==> src/hdl/tma_pkg.sv <==
// Shared types and constants for the trimmed-mean ADC averager.
// Holds the per-channel store layout and the divide-by-constant reciprocal.
// No dependencies.
`timescale 1ns / 1ps
`default_nettype none

package tma_pkg;

	// Block configuration
	localparam int CHANNELS = 16;
	localparam int SAMPLES  = 8;

	// Field widths
	localparam int SAMPLE_W = 12;
	localparam int CHAN_W   = 4;
	localparam logic [SAMPLE_W-1:0] FULL_SCALE = 12'hfff;

	// Store geometry
	localparam int CH_AW = (CHANNELS > 1) ? $clog2(CHANNELS) : 1;
	localparam int CNT_W = $clog2(SAMPLES);
	localparam int SUM_W = $clog2(SAMPLES * 4095 + 1);

	// Divide by SAMPLES-2 as a multiply by a rounded-up reciprocal; exact for any
	// dividend below 2**SUM_W because 2**DIV_L >= DIV.
	localparam int DIV     = SAMPLES - 2;
	localparam int DIV_L   = $clog2(DIV);
	localparam int DIV_SH  = SUM_W + DIV_L;
	localparam int RECIP_W = DIV_SH + 1;
	localparam int PROD_W  = SUM_W + RECIP_W;
	localparam longint unsigned RECIP_L =
		((64'd1 << DIV_SH) + 64'(DIV) - 64'd1) / 64'(DIV);
	localparam logic [RECIP_W-1:0] RECIP = RECIP_W'(RECIP_L);

	// One channel's store entry
	typedef struct packed {
		logic [SUM_W-1:0]    sum;
		logic [SAMPLE_W-1:0] max_val;
		logic [SAMPLE_W-1:0] min_val;
		logic [CNT_W-1:0]    cnt;
	} entry_t;

	localparam int ENTRY_W = $bits(entry_t);

	localparam entry_t ENTRY_RST = '{
		sum:     '0,
		max_val: '0,
		min_val: FULL_SCALE,
		cnt:     '0
	};

endpackage

`default_nettype wire

==> src/hdl/trimmed_mean_adc_averager_top.sv <==
// Top level of the trimmed-mean ADC averager.
// Depends on tma_pkg and tma_ram.
`timescale 1ns / 1ps
`default_nettype none

// Takes one tagged ADC sample per cycle when sample_stall is low, on any mix of
// channels, including the same channel in consecutive cycles. Each channel's
// sum, max, min and count live in one RAM entry that is read on acceptance and
// written back as the item leaves stage 1; the entry just written is forwarded
// to a following item on the same channel. When a channel collects SAMPLES
// samples, the sum less max and min is divided by SAMPLES-2 (truncating) and
// reported with the channel number through stage 2 and the output register.
// The channel store restarts from sum 0, max 0, min 4095. Per-channel valid
// bits make every entry read as cleared after reset, so no clearing pass is
// needed. Samples tagged with a channel at or above CHANNELS are taken and
// dropped.
module trimmed_mean_adc_averager_top (
	input  wire logic                          clk,
	input  wire logic                          arst_n,
	input  wire logic                          sample_valid,
	output logic                               sample_stall,
	input  wire logic [tma_pkg::SAMPLE_W-1:0]  sample,
	input  wire logic [tma_pkg::CHAN_W-1:0]    channel,
	output logic                               result_valid,
	input  wire logic                          result_stall,
	output logic      [tma_pkg::CHAN_W-1:0]    result_channel,
	output logic      [tma_pkg::SAMPLE_W-1:0]  mean_value
);

	import tma_pkg::*;

	// Handshake and addressing
	logic             accept;
	logic             in_range;
	logic [CH_AW-1:0] rd_addr;
	logic [CHANNELS-1:0] vld_q;

	// Stage 1: read-modify-write
	logic                valid_s1;
	logic                fwd_s1;
	logic                hit_s1;
	logic [SAMPLE_W-1:0] sample_s1;
	logic [CHAN_W-1:0]   chan_s1;
	logic [CH_AW-1:0]    addr_s1;
	logic [ENTRY_W-1:0]  ram_rdata;
	entry_t              rd_entry;
	entry_t              cur;
	entry_t              nxt;
	entry_t              wb_data;
	entry_t              wb_q;
	logic [CNT_W:0]      cnt_inc;
	logic                done;
	logic [SUM_W-1:0]    sum_new;
	logic [SUM_W-1:0]    rest;
	logic                wr_en;
	logic                s1_go;

	// Stage 2: trimmed sum waiting for the divide
	logic                valid_s2;
	logic [CHAN_W-1:0]   chan_s2;
	logic [SUM_W-1:0]    rest_s2;
	logic                s2_go;

	// Output register
	logic                out_free;
	logic                result_valid_q;
	logic [CHAN_W-1:0]   result_channel_q;
	logic [SAMPLE_W-1:0] mean_value_q;
	logic [PROD_W-1:0]   prod;

	// Flow control: each stage moves when the one after it can take its item
	assign out_free     = !result_valid_q || !result_stall;
	assign s2_go        = !valid_s2 || out_free;
	assign s1_go        = !valid_s1 || !done || s2_go;
	assign sample_stall = !s1_go;
	assign accept       = sample_valid && s1_go;

	assign in_range = 8'(channel) < 8'(CHANNELS);
	assign rd_addr  = CH_AW'(channel);
	assign addr_s1  = CH_AW'(chan_s1);

	// Channel store
	tma_ram #(
		.WIDTH (ENTRY_W),
		.DEPTH (CHANNELS)
	) u_store (
		.clk   (clk),
		.we    (wr_en),
		.waddr (addr_s1),
		.wdata (wb_data),
		.re    (accept),
		.raddr (rd_addr),
		.rdata (ram_rdata)
	);

	assign rd_entry = entry_t'(ram_rdata);

	// Pick the current entry: forwarded write-back, stored data, or cleared
	always_comb begin
		priority if (fwd_s1) begin
			cur = wb_q;
		end else if (hit_s1) begin
			cur = rd_entry;
		end else begin
			cur = ENTRY_RST;
		end
	end

	// Fold the sample into the entry
	always_comb begin
		sum_new     = cur.sum + SUM_W'(sample_s1);
		cnt_inc     = {1'b0, cur.cnt} + (CNT_W + 1)'(1);
		done        = cnt_inc == (CNT_W + 1)'(SAMPLES);
		nxt.sum     = sum_new;
		nxt.max_val = (sample_s1 > cur.max_val) ? sample_s1 : cur.max_val;
		nxt.min_val = (sample_s1 < cur.min_val) ? sample_s1 : cur.min_val;
		nxt.cnt     = cnt_inc[CNT_W-1:0];
		rest        = sum_new - SUM_W'(nxt.max_val) - SUM_W'(nxt.min_val);
		wb_data     = done ? ENTRY_RST : nxt;
	end

	assign wr_en = valid_s1 && s1_go;

	// Stage 1 control: capture item, forward flag and entry valid bit
	always_ff @(posedge clk or negedge arst_n) begin
		if (!arst_n) begin
			valid_s1 <= 1'b0;
			fwd_s1   <= 1'b0;
			hit_s1   <= 1'b0;
			vld_q    <= '0;
		end else begin
			if (accept) begin
				valid_s1 <= in_range;
				fwd_s1   <= wr_en && (chan_s1 == channel);
				hit_s1   <= in_range ? vld_q[rd_addr] : 1'b0;
			end else if (s1_go) begin
				valid_s1 <= 1'b0;
			end
			if (wr_en) begin
				vld_q[addr_s1] <= !done;
			end
		end
	end

	// Stage 1 payload and write-back copy for forwarding
	always_ff @(posedge clk) begin
		if (accept) begin
			sample_s1 <= sample;
			chan_s1   <= channel;
		end
		if (wr_en) begin
			wb_q <= wb_data;
		end
	end

	// Stage 2: hold completed windows
	always_ff @(posedge clk or negedge arst_n) begin
		if (!arst_n) begin
			valid_s2 <= 1'b0;
		end else if (s2_go) begin
			valid_s2 <= valid_s1 && done;
		end
	end

	always_ff @(posedge clk) begin
		if (s2_go) begin
			chan_s2 <= chan_s1;
			rest_s2 <= rest;
		end
	end

	// Divide by SAMPLES-2 through the reciprocal
	assign prod = PROD_W'(rest_s2) * PROD_W'(RECIP);

	// Output register
	always_ff @(posedge clk or negedge arst_n) begin
		if (!arst_n) begin
			result_valid_q <= 1'b0;
		end else if (out_free) begin
			result_valid_q <= valid_s2;
		end
	end

	always_ff @(posedge clk) begin
		if (out_free) begin
			result_channel_q <= chan_s2;
			mean_value_q     <= SAMPLE_W'(prod >> DIV_SH);
		end
	end

	assign result_valid   = result_valid_q;
	assign result_channel = result_channel_q;
	assign mean_value     = mean_value_q;

endmodule

`default_nettype wire

==> src/hdl/tma_ram.sv <==
// Generic single-write, single-read RAM with a registered read port.
// Read during a write to the same address returns the old contents.
// No dependencies.
`timescale 1ns / 1ps
`default_nettype none

module tma_ram #(
	parameter int WIDTH = 8,
	parameter int DEPTH = 16
) (
	input  wire logic                                   clk,
	input  wire logic                                   we,
	input  wire logic [((DEPTH > 1) ? $clog2(DEPTH) : 1)-1:0] waddr,
	input  wire logic [WIDTH-1:0]                       wdata,
	input  wire logic                                   re,
	input  wire logic [((DEPTH > 1) ? $clog2(DEPTH) : 1)-1:0] raddr,
	output logic      [WIDTH-1:0]                       rdata
);

	logic [WIDTH-1:0] mem [DEPTH];
	logic [WIDTH-1:0] rdata_q;

	// Write and registered read
	always_ff @(posedge clk) begin
		if (we) begin
			mem[waddr] <= wdata;
		end
		if (re) begin
			rdata_q <= mem[raddr];
		end
	end

	assign rdata = rdata_q;

endmodule

`default_nettype wire

==> config.mk <==
export PLATFORM = sky130hd
export DESIGN_NAME = trimmed_mean_adc_averager_top
export DESIGN_NICKNAME = d
export VERILOG_FILES = /design/src/hdl/tma_pkg.sv /design/src/hdl/trimmed_mean_adc_averager_top.sv /design/src/hdl/tma_ram.sv
export SDC_FILE = /design/constraint.sdc
export NUM_CORES = 1
export LEC_CHECK = 0
export BUFFER_PORTS_ARGS = -buffer_cell sky130_fd_sc_hd__buf_2
export CELL_PAD_IN_SITES_DETAIL_PLACEMENT = 1
export CELL_PAD_IN_SITES_GLOBAL_PLACEMENT = 1
export CORE_MARGIN = 1
export CORE_UTILIZATION = 40
export DETAILED_ROUTE_END_ITERATION = 7
export PLACE_DENSITY_LB_ADDON = 0.1
export SYNTH_ARGS = -nofsm -noshare
export SYNTH_HDL_FRONTEND = slang
export SYNTH_SLANG_ARGS = --single-unit
==> constraint.sdc <==
create_clock -name clk -period 5.8 [get_ports clk]
set_input_delay 1.74 -clock clk [delete_from_list [all_inputs] [get_ports clk]]
set_output_delay 1.74 -clock clk [all_outputs]
set_load 0.01 [all_outputs]
* Word-level counts from Yosys, hierarchy flattened
Memories as Yosys holds them, arrays and structs flattened. A register that Yosys moved wholly into a read port is not among the register bits.
Cells that the tools add are included.
W data, S select, Z words.
** Storage, ports and cells
- Register bits :: 114
- Bits in writable memories :: 672
- Input port bits :: 20
- Output and inout bits :: 18
- Memories :: 1
** Cells by class
- Add/sub/neg operators :: 4
- $mul :: 1
- $lt $le $gt $ge :: 5
- Eq/ne operators :: 2
- Muxes and demuxes :: 14
- Reduce and logical (&&, ||, !) cells :: 16
** Memory list
- u_store.mem :: depth 16, bits a word 42, read ports 1, clocked after memory_dff 1, write ports 1, RTL line tma_ram.sv:20 : logic [WIDTH-1:0] mem [DEPTH];
** Operators with widths (number)
- $mux W42 :: 3
- $mul A15 B16 Y30 const B :: 1
- $sub A15 B12 Y15 :: 2
- $mux W12 :: 2
- $bwmux W16 :: 1
- $add A15 B12 Y15 :: 1
- $gt A12 B12 Y1 :: 1
- $lt A12 B12 Y1 :: 1
- $lt A4 B5 Y1 const B :: 2
- $logic_not A1 Y1 :: 6
- $mux W1 :: 6
- $logic_and A1 B1 Y1 :: 5
- $add A3 B1 Y4 const B :: 1
- $bmux W1 S4 :: 1
- $demux W1 S4 :: 1
- $eq A4 B4 Y1 :: 1
- $eq A4 B4 Y1 const B :: 1
- $ge A4 B1 Y1 const B :: 1
- $logic_or A1 B1 Y1 :: 4
- $reduce_bool A2 Y1 :: 1

* Logic depth before layout (Yosys ltp)
Gate-level depths: netlist of run 1.
- Depth in word-level cells :: 10
- Mapped depth :: 22
- Gate-level depth less buffers :: 19

* Cells and area by module
Synthesis of run 1 repeated with hierarchy kept, for this count alone.
** Unflattened totals
- Cells, all modules :: 2025
- Area total of the unflattened synthesis :: 36811.6 sq um
** By module, submodules not included
- tma_ram :: times used 1, cells each 1092, area an instance 26476.6 sq um, sequential area each 21440.6 sq um
- trimmed_mean_adc_averager_top :: times used 1, cells each 933, area an instance 10334.9 sq um, sequential area each 3318.2 sq um

* Worst setup path after synthesis of run 1
Ideal clock, no wire load.
- Path kind :: input to register
- From :: in result_stall
- To :: mem u_store.mem[8][0] (netlist bit) (enable)
- Data arrival time :: 5.544 ns
- Setup slack :: -0.238 ns
- Cell stages on the path :: 5
- Cells stage by stage :: nand3_1 o21ai_4 nor2_1 nand2_1 nor3_1
** On the way
- Word-level cells in the longest chain between the ends :: 7
** Ends and longest elaborated chain
- start, declared :: RTL line trimmed_mean_adc_averager_top.sv:25 : input wire logic result_stall,
- $logic_not A1 Y1 :: RTL line trimmed_mean_adc_averager_top.sv:72 : assign out_free = !result_valid_q || !result_stall;
- $logic_or A1 B1 Y1 :: RTL line trimmed_mean_adc_averager_top.sv:72
- $logic_or A1 B1 Y1 :: RTL line trimmed_mean_adc_averager_top.sv:73 : assign s2_go = !valid_s2 || out_free;
- $logic_or A1 B1 Y1 :: RTL line trimmed_mean_adc_averager_top.sv:74 : assign s1_go = !valid_s1 || !done || s2_go;
- $logic_and A1 B1 Y1 :: RTL line trimmed_mean_adc_averager_top.sv:122 : assign wr_en = valid_s1 && s1_go;
- $mux W1 :: RTL line tma_ram.sv:25 : if (we) begin
- $mux W1 (not written as such) :: RTL line tma_ram.sv:26 : mem[waddr] <= wdata;
- end, declared :: RTL line tma_ram.sv:20
No other way between the ends.

* Worst setup path in the final report of run 1
- From :: reg rest_s2[3]
- To :: reg mean_value_q[4] (netlist: mean_value[4]) (data pin)
** On the way
- Word-level cells in the longest chain between the ends :: 1
** Ends and longest elaborated chain
- start, declared :: RTL line trimmed_mean_adc_averager_top.sv:61 : logic [SUM_W-1:0] rest_s2;
- start signal, assigned :: RTL line trimmed_mean_adc_averager_top.sv:168 : rest_s2 <= rest;
- $mul A15 B16 Y30 :: RTL line trimmed_mean_adc_averager_top.sv:173 : assign prod = PROD_W'(rest_s2) * PROD_W'(RECIP);
- net prod[22] :: RTL line trimmed_mean_adc_averager_top.sv:69 : logic [PROD_W-1:0] prod;
- end signal, assigned :: RTL line trimmed_mean_adc_averager_top.sv:187 : mean_value_q <= SAMPLE_W'(prod >> DIV_SH);
- end, declared :: RTL line trimmed_mean_adc_averager_top.sv:68 : logic [SAMPLE_W-1:0] mean_value_q;
The timed path passes the listed nets, and every way through them passes these cells.
A chain may end at the register's enable or synchronous reset.

==> results of run 1 <==
[cell families (layout without fill, tap and decap cells)]
logic type,Yosys count,after routing
DFF,828,828
muxes,254,254
adders and majority gates,222,222
AOI/OAI and AO/OA,195,195
buffers and inverters,186,382
and+or+nand+nor,182,182
xor gates and xnor gates,45,45
[metrics by stage]
stage / area [µm²] / setup WS, ns / hold WS [ns]
2_1_floorplan: 36760 / 0.08730 / 0.4003
3_3_place_gp: 38880 / 0.2589 / 0.4512
5_1_grt: 41640 / 0.01318 / 0.4947
4_1_cts: 41620 / 0.2065 / 0.4697
6_report: 41640 / 0.3843 / 0.4663
3_5_place_dp: 38880 / 0.2248 / 0.4580
[worst max path at each step]
stage / end / slack [ns] / cells past startpoint
5_1_grt: mean_value[4] / 0.01 / 18
6_report: mean_value[4] / 0.38 / 17
2_1_floorplan: vld_q[7] / 0.09 / 6
3_3_place_gp: mean_value[4] / 0.26 / 17
4_1_cts: mean_value[4] / 0.21 / 17
3_5_place_dp: mean_value[4] / 0.22 / 17
[metal layers]
layer,vias up,wire (µm),GRT usage (%)
li1,7922,-,-
met3,141,3330,2.872
met1,9931,43110,29.16
met4,0,2593,6.401
met2,353,45980,34.03
met5,-,0,0
[cells in the final DEF (no fill, tap or decap), types with 9 or more instances in the layout]
master,n
and2_1,15
clkbuf_1,25
o21ai_0,25
nor2_4,11
a22o_1,17
clkbuf_16,92
buf_12,14
o21a_1,11
dfrtp_1,20
mux2_1,9
nor3_1,9
nand3_1,13
nor2b_1,10
edfxtp_1,807
o22ai_1,12
inv_1,115
a21o_1,21
a21oi_1,48
mux2i_1,9
buf_2,33
buf_4,53
clkinv_1,23
a22oi_1,13
mux2_2,21
nor2_1,49
nand2b_1,12
clkinv_2,11
nand2_1,34
xnor2_1,30
mux4_2,215
fa_1,71
xor2_1,15
ha_1,151
[cell type report]
class	count	share of cell area, %
well taps	1176	3.534
inverters	117	1.055
clock inverters	46	0.8113
multi-input cells	898	27.29
repair buffers	102	2.094
flip-flops and latches	828	59.46
clock buffers	117	5.754
[what timing repair did]
action	4_1_cts	5_1_grt
resized for setup	0	1
setup endpoints to repair	0	2
buffers inserted	0	2
[flip-flops by register name (all words and copies together) (netlist names), 4 cells and up]
register	cells
vld_q	16
chan_s2	4
wb_q	42
sample_s1	12
rest_s2	15
u_store.rdata	42
addr_s1	4
mean_value	12
result_channel	4
u_store.mem	672
==> flow_metrics.env, run 1 <==
export IMPL_ys_types=68
export IMPL_start_util_pct=40.58
export IMPL_slew_headroom_pct=11.03
export IMPL_crit_start="rest_s2[3]"
export IMPL_postRouteAntennaNets=0
export IMPL_antenna_found_initial=2
export IMPL_cpPeakStageDelay_ns=0.56
export IMPL_rsz0062_at_grt="false"
export IMPL_tns_ns=0
export IMPL_min_path_type="flip-flop to flip-flop"
export IMPL_yosys_area_share_simple_pct=2.594
export IMPL_min_delay_start="chan_s2[1]"
export IMPL_crit_fanout=4
export IMPL_synth_ff_latch_count=828
export IMPL_syn_inst=1912
export IMPL_cp_num_buf_inv=3
export IMPL_grt_pass1_vias=19970
export IMPL_maxSlewViolCount=0
export IMPL_hold_viol_final=0
export IMPL_antenna_cells=0
export IMPL_required_ns=6.25
export IMPL_synth_commonest_cells="edfxtp_1 (807), mux4_2 (215), ha_1 (151), inv_1 (116), fa_1 (71)"
export IMPL_port_buffers=37
export IMPL_multi_input_area_mm2=0.01136
export IMPL_wl_per_cell_um=28.93
export IMPL_synth_top_family_by_area="multiplexers"
export IMPL_crit_slowest_cell="fa_1"
export IMPL_num_vias=18350
export IMPL_clk_pin_slew_worst_paths_ns=0.06
export IMPL_synth_nets=2154
export IMPL_maxCapViolations=0
export IMPL_grt_max_degree=81
export IMPL_drc=0
export IMPL_die_h_um=305.1
export IMPL_synthArstFlopShare_pct=2.536
export IMPL_place_gp_congestion=0.8533
export IMPL_cts_tree="done"
export IMPL_yosysSeqAreaShare_pct=67.37
export IMPL_synth_area_top_cells="edfxtp_1 (66%), mux4_2 (13%), ha_1 (5.1%)"
export IMPL_hold_end="result_channel[1]"
export IMPL_synthesis_area_mm2=0.03675
export IMPL_drive_gt1_share_pct=23.15
export IMPL_viasPerCell=5.587
export IMPL_period_minus_slack_ns=5.416
export IMPL_coreArea_mm2=0.09056
export IMPL_synthAdderAreaFrac_pct=9.009
export IMPL_synth_ff_type="edfxtp_1"
export IMPL_dpl_hpwl_mm=58.96
export IMPL_syn_to_final_growth_pct=13.30
export IMPL_cp_arrival_ns=5.87
export IMPL_synth_top_area_share_pct=65.94
export IMPL_cts_sinks=828
export IMPL_layout_cells_non_filler=3284
export IMPL_crit_family="adder cells"
export IMPL_track_usage_pct=20.87
export IMPL_syn_area_per_cell_um2=19.22
export IMPL_htree_levels=3
export IMPL_synth_xor_area_share_pct=1.072
export IMPL_insertion_delay_ns=0.66
export IMPL_synth_warnings=0
export IMPL_rows=110
export IMPL_skew_ns=0.02832
export IMPL_worst_setup_path_type="flip-flop to flip-flop"
export IMPL_cts_buffers=90
export IMPL_finalSetupViolCount=0
export IMPL_register_area_mm2=0.02476
export IMPL_synthMostInstantiatedCell="edfxtp_1"
export IMPL_io_pins=38
export IMPL_grt_pass1_wl_mm=139.6
export IMPL_clk_path_buf_depth=3
export IMPL_synthMuxAreaShare_pct=14.34
export IMPL_status="completed"
export IMPL_synth_compound_area_share_pct=3.599
export IMPL_end_kind="flip-flop"
export IMPL_grt_ovfl_total=0
export IMPL_cpMostUsedCell="ha_1"
export IMPL_cts_hold_buffers=0
export IMPL_tightest_slew_ns=1.330
export IMPL_cts_root_buffer="clkbuf_16"
export IMPL_fp_dieW_um=305.1
export IMPL_nNetsFinal=2279
export IMPL_finish_utilization_pct=45.98
export IMPL_r2r_setup_slack_ns=0.38
export IMPL_fmax_mhz=184.6
export IMPL_crit_path_cell_trace="ha_1, ha_1, ha_1, xor2_1, fa_1, inv_1, fa_1, inv_1, fa_1, inv_1, ha_1, or3_1, a31oi_1, o21ai_1, o31ai_2, or4b_1, o311ai_0"
export IMPL_worstRegToRegCells=17
export IMPL_reg2reg_to="mean_value[4]"
export IMPL_drt_iter0_drc=1551
export IMPL_critPathLaunchType="flip-flop"
export IMPL_synth_top_area_cell="edfxtp_1"
export IMPL_synth_edf_count=807
export IMPL_finalWirelength_mm=95.01
export IMPL_place_inst=3119
export IMPL_holdPathStages=0
export IMPL_n_fill_cell=8452
export IMPL_final_period_utilization_pct=93.37
export IMPL_drt_pass1_iterations=5
export IMPL_dieArea_mm2=0.09309
export IMPL_timing_rr_start="rest_s2[3]"
Power of run 1 is not shown: default switching activity piles up to over one toggle a cycle in this logic, so the estimate is an artifact.
==> run 2, diff against run 1 <==
--- a/config.mk
+++ b/config.mk
@@ -8,10 +8,11 @@
 export BUFFER_PORTS_ARGS = -buffer_cell sky130_fd_sc_hd__buf_2
 export CELL_PAD_IN_SITES_DETAIL_PLACEMENT = 1
 export CELL_PAD_IN_SITES_GLOBAL_PLACEMENT = 1
-export CORE_MARGIN = 1
 export CORE_UTILIZATION = 40
 export DETAILED_ROUTE_END_ITERATION = 7
+export GPL_TIMING_DRIVEN = 0
 export PLACE_DENSITY_LB_ADDON = 0.1
+export REMOVE_ABC_BUFFERS = 1
 export SYNTH_ARGS = -nofsm -noshare
 export SYNTH_HDL_FRONTEND = slang
 export SYNTH_SLANG_ARGS = --single-unit
==> run 2 against run 1 <==
  * Cell count up 0.33%
  * Worst setup slack lost 0.22 ns
  * Routed wire length down 2.5%
  * Flip-flop and latch count is the same
  * Non-clock buffer count increased by 10
  * Critical path depth rose by 5
  * Via count down 0.16%
  * Fmax down 3.8%
  * First-iteration DRC count is 19% lower
==> flow_metrics.env, run 2 (synthesis gave the netlist of run 1 again) <==
export IMPL_dieArea_mm2=0.09309
export IMPL_end_kind="flip-flop"
export IMPL_cts_buffers=90
export IMPL_crit_family="compound AO/OA/AOI/OAI gates"
export IMPL_largest_reg_flops=672
export IMPL_slew_headroom_pct=12.78
export IMPL_io_pins=38
export IMPL_finalWirelength_mm=92.67
export IMPL_coreArea_mm2=0.09056
export IMPL_port_buffers=37
export IMPL_final_period_utilization_pct=97.11
export IMPL_cts_sinks=828
export IMPL_layout_cells_non_filler=3295
export IMPL_crit_start="fwd_s1"
export IMPL_insertion_delay_ns=0.66
export IMPL_crit_fanout=18
export IMPL_critPathLaunchType="flip-flop"
export IMPL_clk_pin_slew_worst_paths_ns=0.06
export IMPL_final_common_cell="edfxtp_1"
export IMPL_fp_dieW_um=305.1
export IMPL_maxSlewViolCount=0
export IMPL_start_util_pct=40.58
export IMPL_grt_ovfl_total=0
export IMPL_dpl_hpwl_mm=59.84
export IMPL_crit_path_cell_trace="buf_16, clkinvlp_4, buf_12, nand2_8, o22ai_1, ha_1, o31a_1, o21ai_1, a211o_4, a31oi_4, buf_12, mux2_2, fa_1, inv_1, ha_1, a211o_1, a21oi_2, o21a_1, o21ai_0, o21ba_2, o41a_1, xnor2_1"
export IMPL_drt_iter0_drc=1261
export IMPL_timing_rr_start="fwd_s1"
export IMPL_period_minus_slack_ns=5.632
export IMPL_grt_pass1_vias=20120
export IMPL_hold_viol_final=0
export IMPL_layout_common_cells="edfxtp_1 (807), mux4_2 (215), ha_1 (151)"
export IMPL_cts_root_buffer="clkbuf_16"
export IMPL_tightest_slew_ns=1.305
export IMPL_cts_tree="done"
export IMPL_maxCapViolations=0
export IMPL_rows=110
export IMPL_clk_path_buf_depth=3
export IMPL_min_path_type="flip-flop to flip-flop"
export IMPL_antenna_cells=0
export IMPL_drt_pass1_iterations=5
export IMPL_antenna_found_initial=0
export IMPL_required_ns=6.25
export IMPL_final_area_mm2=0.04270
export IMPL_crit_slowest_cell="dfrtp_4"
export IMPL_drc=0
export IMPL_cpPeakStageDelay_ns=0.49
export IMPL_finish_utilization_pct=47.16
export IMPL_worstRegToRegCells=22
export IMPL_regMostFlops="u_store.mem"
export IMPL_viasPerCell=5.559
export IMPL_die_h_um=305.1
export IMPL_worst_path_stages=22
export IMPL_critPathCapture="rest_s2[13]"
export IMPL_grt_max_degree=62
export IMPL_worst_setup_path_type="flip-flop to flip-flop"
export IMPL_drive_gt1_share_pct=24.78
export IMPL_place_gp_congestion=0.7640
export IMPL_placed_area_mm2=0.03938
export IMPL_finalSetupViolCount=0
export IMPL_r2r_setup_slack_ns=0.17
export IMPL_cp_arrival_ns=6.08
export IMPL_track_usage_pct=20.34
export IMPL_place_inst=3108
export IMPL_reg2reg_to="rest_s2[13]"
export IMPL_grt_pass1_wl_mm=137.2
export IMPL_syn_to_final_growth_pct=16.20
export IMPL_postRouteAntennaNets=0
export IMPL_wl_per_cell_um=28.12
export IMPL_num_vias=18320
export IMPL_fmax_mhz=177.5
export IMPL_min_delay_start="chan_s2[0]"
export IMPL_htree_levels=3
export IMPL_status="completed"
export IMPL_skew_ns=0.02404
export IMPL_nNetsFinal=2290
export IMPL_cp_num_buf_inv=5
[run 2: cell types whose count changed in the layout (fill, tap and decap cells not counted), sizes merged]
cell      delta
clkinv       -1
buf         +11
clkbuf      -14
clkinvlp     +2
bufinv      +10
inv          +2
and2b        +1
[run 2: worst reg2reg max path, cell delays in order (launching register included)]
cell	delay (ns)
dfrtp_4	0.49
buf_16	0.19
clkinvlp_4	0.19
buf_12	0.16
nand2_8	0.13
o22ai_1	0.14
ha_1	0.30
o31a_1	0.13
o21ai_1	0.08
a211o_4	0.37
a31oi_4	0.23
buf_12	0.16
mux2_2	0.37
fa_1	0.44
inv_1	0.08
ha_1	0.24
a211o_1	0.33
a21oi_2	0.19
o21a_1	0.17
o21ai_0	0.17
o21ba_2	0.26
o41a_1	0.32
xnor2_1	0.26
[run 2: how the worst min path moves through the flow]
stage	endpoint	slack [ns]	cells past startpoint
finish	result_channel[0]	0.43	0
CTS	result_channel[3]	0.43	0
global placement	result_channel[0]	0.40	0
detailed placement	result_channel[3]	0.41	0
floorplan	result_channel[0]	0.40	0
global route	result_channel[1]	0.44	0
[run 2: cell type report]
cell class | count | area, µm²
Inverter | 117 | 445.4
Multi-Input combinational cell | 899 | 11470
Tap cell | 1176 | 1471
Timing Repair Buffer | 112 | 1559
Fill cell | 8302 | 47860
Clock inverter | 59 | 694.4
Clock buffer | 104 | 2305
Sequential cell | 828 | 24760
[run 2: repair_timing]
item,in CTS,in global routing
hold buffers,0,0
resized for setup,11,13
setup buffers,15,8
pin swaps,2,1
endpoints found under the setup margin,26,8
gates cloned,1,0
[run 2: through the flow]
step / setup TNS (ns) / setup slack (ns) / hold WS [ns]
final: 0 / 0.1676 / 0.4253
after global routing: -0.01690 / -0.01361 / 0.4377
after CTS: 0 / 0.01503 / 0.4262
after detailed placement: -57.46 / -1.643 / 0.4075
after global placement: -3024.51 / -6.882 / 0.4036
after floorplan: -9.986 / -0.2378 / 0.4003
[run 2: routing by layer]
metal | up-vias | track usage, % | routed length, µm
li1 | 7951 | - | -
met1 | 9917 | 27.71 | 41130
met2 | 325 | 34.46 | 46790
met3 | 124 | 2.482 | 2510
met4 | 0 | 5.579 | 2232
met5 | - | 0 | 0
Power of run 2 is left out for the same reason.
==> run 3, diff against run 2 <==
--- a/config.mk
+++ b/config.mk
@@ -5,6 +5,7 @@
 export SDC_FILE = /design/constraint.sdc
 export NUM_CORES = 1
 export LEC_CHECK = 0
+export ABC_AREA = 1
 export BUFFER_PORTS_ARGS = -buffer_cell sky130_fd_sc_hd__buf_2
 export CELL_PAD_IN_SITES_DETAIL_PLACEMENT = 1
 export CELL_PAD_IN_SITES_GLOBAL_PLACEMENT = 1
==> run 3 against run 2 <==
  * Fmax rose by 0.75%
  * Cell count up 34%
  * Design area increased by 2.0%
  * Sequential share of layout area down 1.1 points
  * Register-to-register slack improved by 0.18 ns
  * Worst hold slack got worse by 0.0039 ns
  * Clock skew increased by 0.018 ns
  * Worst setup slack gained 0.042 ns
==> flow_metrics.env, run 3 <==
export IMPL_status="completed"
export IMPL_synth_warnings=0
export IMPL_critPathLaunchType="flip-flop"
export IMPL_synth_area_top_cells="edfxtp_1 (63%), ha_1 (4.9%), fa_1 (3.7%)"
export IMPL_hold_viol_final=0
export IMPL_syn_area_per_cell_um2=12.59
export IMPL_synthesis_area_mm2=0.03834
export IMPL_place_gp_congestion=0.8283
export IMPL_num_vias=24430
export IMPL_insertion_delay_ns=0.68
export IMPL_min_delay_start="chan_s2[3]"
export IMPL_clk_pin_slew_worst_paths_ns=0.05
export IMPL_port_buffers=37
export IMPL_final_period_utilization_pct=96.39
export IMPL_htree_levels=3
export IMPL_start_util_pct=40.36
export IMPL_dpl_hpwl_mm=65.09
export IMPL_crit_fanout=29
export IMPL_slew_headroom_pct=8.310
export IMPL_cp_num_buf_inv=4
export IMPL_die_h_um=311.6
export IMPL_grt_ovfl_total=0
export IMPL_layout_common_cells="edfxtp_1 (807), nor2_1 (361), nand2_1 (332)"
export IMPL_r2r_setup_slack_ns=0.35
export IMPL_antenna_found_initial=0
export IMPL_hold_end="result_channel[3]"
export IMPL_maxCapViolations=0
export IMPL_synth_top_area_share_pct=63.20
export IMPL_syn_inst=3046
export IMPL_grt_pass1_wl_mm=164.9
export IMPL_rows=113
export IMPL_fp_dieW_um=311.6
export IMPL_period_minus_slack_ns=5.590
export IMPL_finalSetupViolCount=0
export IMPL_cts_hold_buffers=0
export IMPL_final_common_cell="edfxtp_1"
export IMPL_cpPeakStageDelay_ns=0.63
export IMPL_grt_pass1_vias=25980
export IMPL_synth_ff_latch_count=828
export IMPL_worstRegToRegCells=17
export IMPL_rsz0062_at_grt="false"
export IMPL_clk_path_buf_depth=3
export IMPL_syn_to_final_growth_pct=13.57
export IMPL_wl_per_cell_um=25.05
export IMPL_required_ns=4.06
export IMPL_drc=0
export IMPL_min_path_type="flip-flop to flip-flop"
export IMPL_crit_slowest_cell="dfrtp_4"
export IMPL_synthMostInstantiatedCell="edfxtp_1"
export IMPL_end_kind="primary output"
export IMPL_regMostFlops="u_store.mem"
export IMPL_antenna_cells=0
export IMPL_finalWirelength_mm=110.3
export IMPL_synth_edf_count=807
export IMPL_worst_setup_path_type="flip-flop to primary output"
export IMPL_holdPathStages=0
export IMPL_maxSlewViolCount=0
export IMPL_viasPerCell=5.545
export IMPL_fmax_mhz=178.9
export IMPL_crit_family="simple AND/OR/NAND/NOR gates"
export IMPL_io_pins=38
export IMPL_synth_top_area_cell="edfxtp_1"
export IMPL_synth_commonest_cells="edfxtp_1 (807), nor2_1 (361), nand2_1 (335), o21ai_0 (267), inv_1 (226)"
export IMPL_multi_input_area_mm2=0.01216
export IMPL_register_area_mm2=0.02476
export IMPL_cts_buffers=93
export IMPL_dieArea_mm2=0.09710
export IMPL_drt_pass1_iterations=5
export IMPL_cts_sinks=828
export IMPL_cp_arrival_ns=3.85
export IMPL_timing_rr_start="fwd_s1"
export IMPL_drive_gt1_share_pct=7.707
export IMPL_nNetsFinal=3310
export IMPL_cts_root_buffer="clkbuf_16"
export IMPL_largest_reg_flops=672
export IMPL_skew_ns=0.04230
export IMPL_n_fill_cell=9683
export IMPL_layout_cells_non_filler=4405
export IMPL_synth_ff_type="edfxtp_1"
export IMPL_grt_max_degree=153
export IMPL_ys_types=39
export IMPL_coreArea_mm2=0.09501
export IMPL_crit_path_cell_trace="inv_4, nand2_4, inv_12, nand2_1, nand2_1, ha_1, nand2_2, nor2_4, nand3_1, inv_1, buf_2"
export IMPL_cpMostUsedCell="nand2_1"
export IMPL_reg2reg_to="rest_s2[7]"
export IMPL_yosysSeqAreaShare_pct=64.57
export IMPL_synthArstFlopShare_pct=2.536
export IMPL_drt_iter0_drc=1853
export IMPL_place_inst=4234
export IMPL_postRouteAntennaNets=0
export IMPL_cts_tree="done"
export IMPL_tightest_slew_ns=1.374
export IMPL_worst_path_stages=11
export IMPL_track_usage_pct=22.76
==> run 3: cell type report <==
type | count | share of cell area, %
clock buffers | 118 | 5.680
clock inverters | 49 | 1.287
inverters | 232 | 2.158
multi-input cells | 1842 | 27.92
flip-flops and latches | 828 | 56.86
well taps | 1265 | 3.634
repair buffers | 71 | 2.462
==> run 3: metrics by stage <==
stage               hold slack [ns]  area, µm²  setup TNS (ns)  util [%]  setup WS [ns]
floorplan                    0.4003      37740               0         -         0.7584
global placement             0.4053      39510        -2866.48     41.58         -11.42
detailed placement           0.4120      40420          -29.13     42.55         -1.797
CTS                          0.4246      43520               0     45.80        0.04983
global route                 0.4249      43550               0     45.84        0.01682
finish                       0.4214      43550               0     45.84         0.2096
==> run 3: routing by layer <==
layer / share of wire, % / track usage (%) / vias to the layer above / routed length [µm]
met5: 0 / 0 / - / 0
met3: 3.6 / 2.662 / 148 / 3948
met4: 2.5 / 6.328 / 0 / 2808
li1: - / - / 11150 / -
met1: 45 / 31.00 / 12650 / 50060
met2: 49 / 38.45 / 484 / 53510
==> run 3: worst max-delay path by stage <==
stage	endpoint	from	slack, ns
2_1_floorplan	rest_s2[10]	fwd_s1	0.76
3_3_place_gp	u_store.rdata[26]	channel[0]	-11.42
3_5_place_dp	rest_s2[13]	fwd_s1	-1.80
4_1_cts	rest_s2[10]	fwd_s1	0.05
5_1_grt	rest_s2[10]	fwd_s1	0.02
6_report	sample_stall	fwd_s1	0.21
==> run 3: logic make-up after synthesis <==
family | after synthesis | synth area share [%]
flops | 828 | 64.57
simple gates | 854 | 9.009
fa+ha+maj | 222 | 8.634
compound gates | 598 | 9.727
buf+inv | 378 | 3.844
mux | 130 | 3.394
xor+xnor | 36 | 0.8223
==> run 3: repair_timing <==
| action | CTS | global route |
|---|---|---|
| gates cloned | 2 | 0 |
| gates resized for setup | 16 | 9 |
| endpoints found under the setup margin | 136 | 8 |
| setup buffers | 0 | 2 |
| hold endpoints to repair | 0 | 0 |
| pin swaps | 1 | 0 |
Power of run 3 is left out for the same reason.
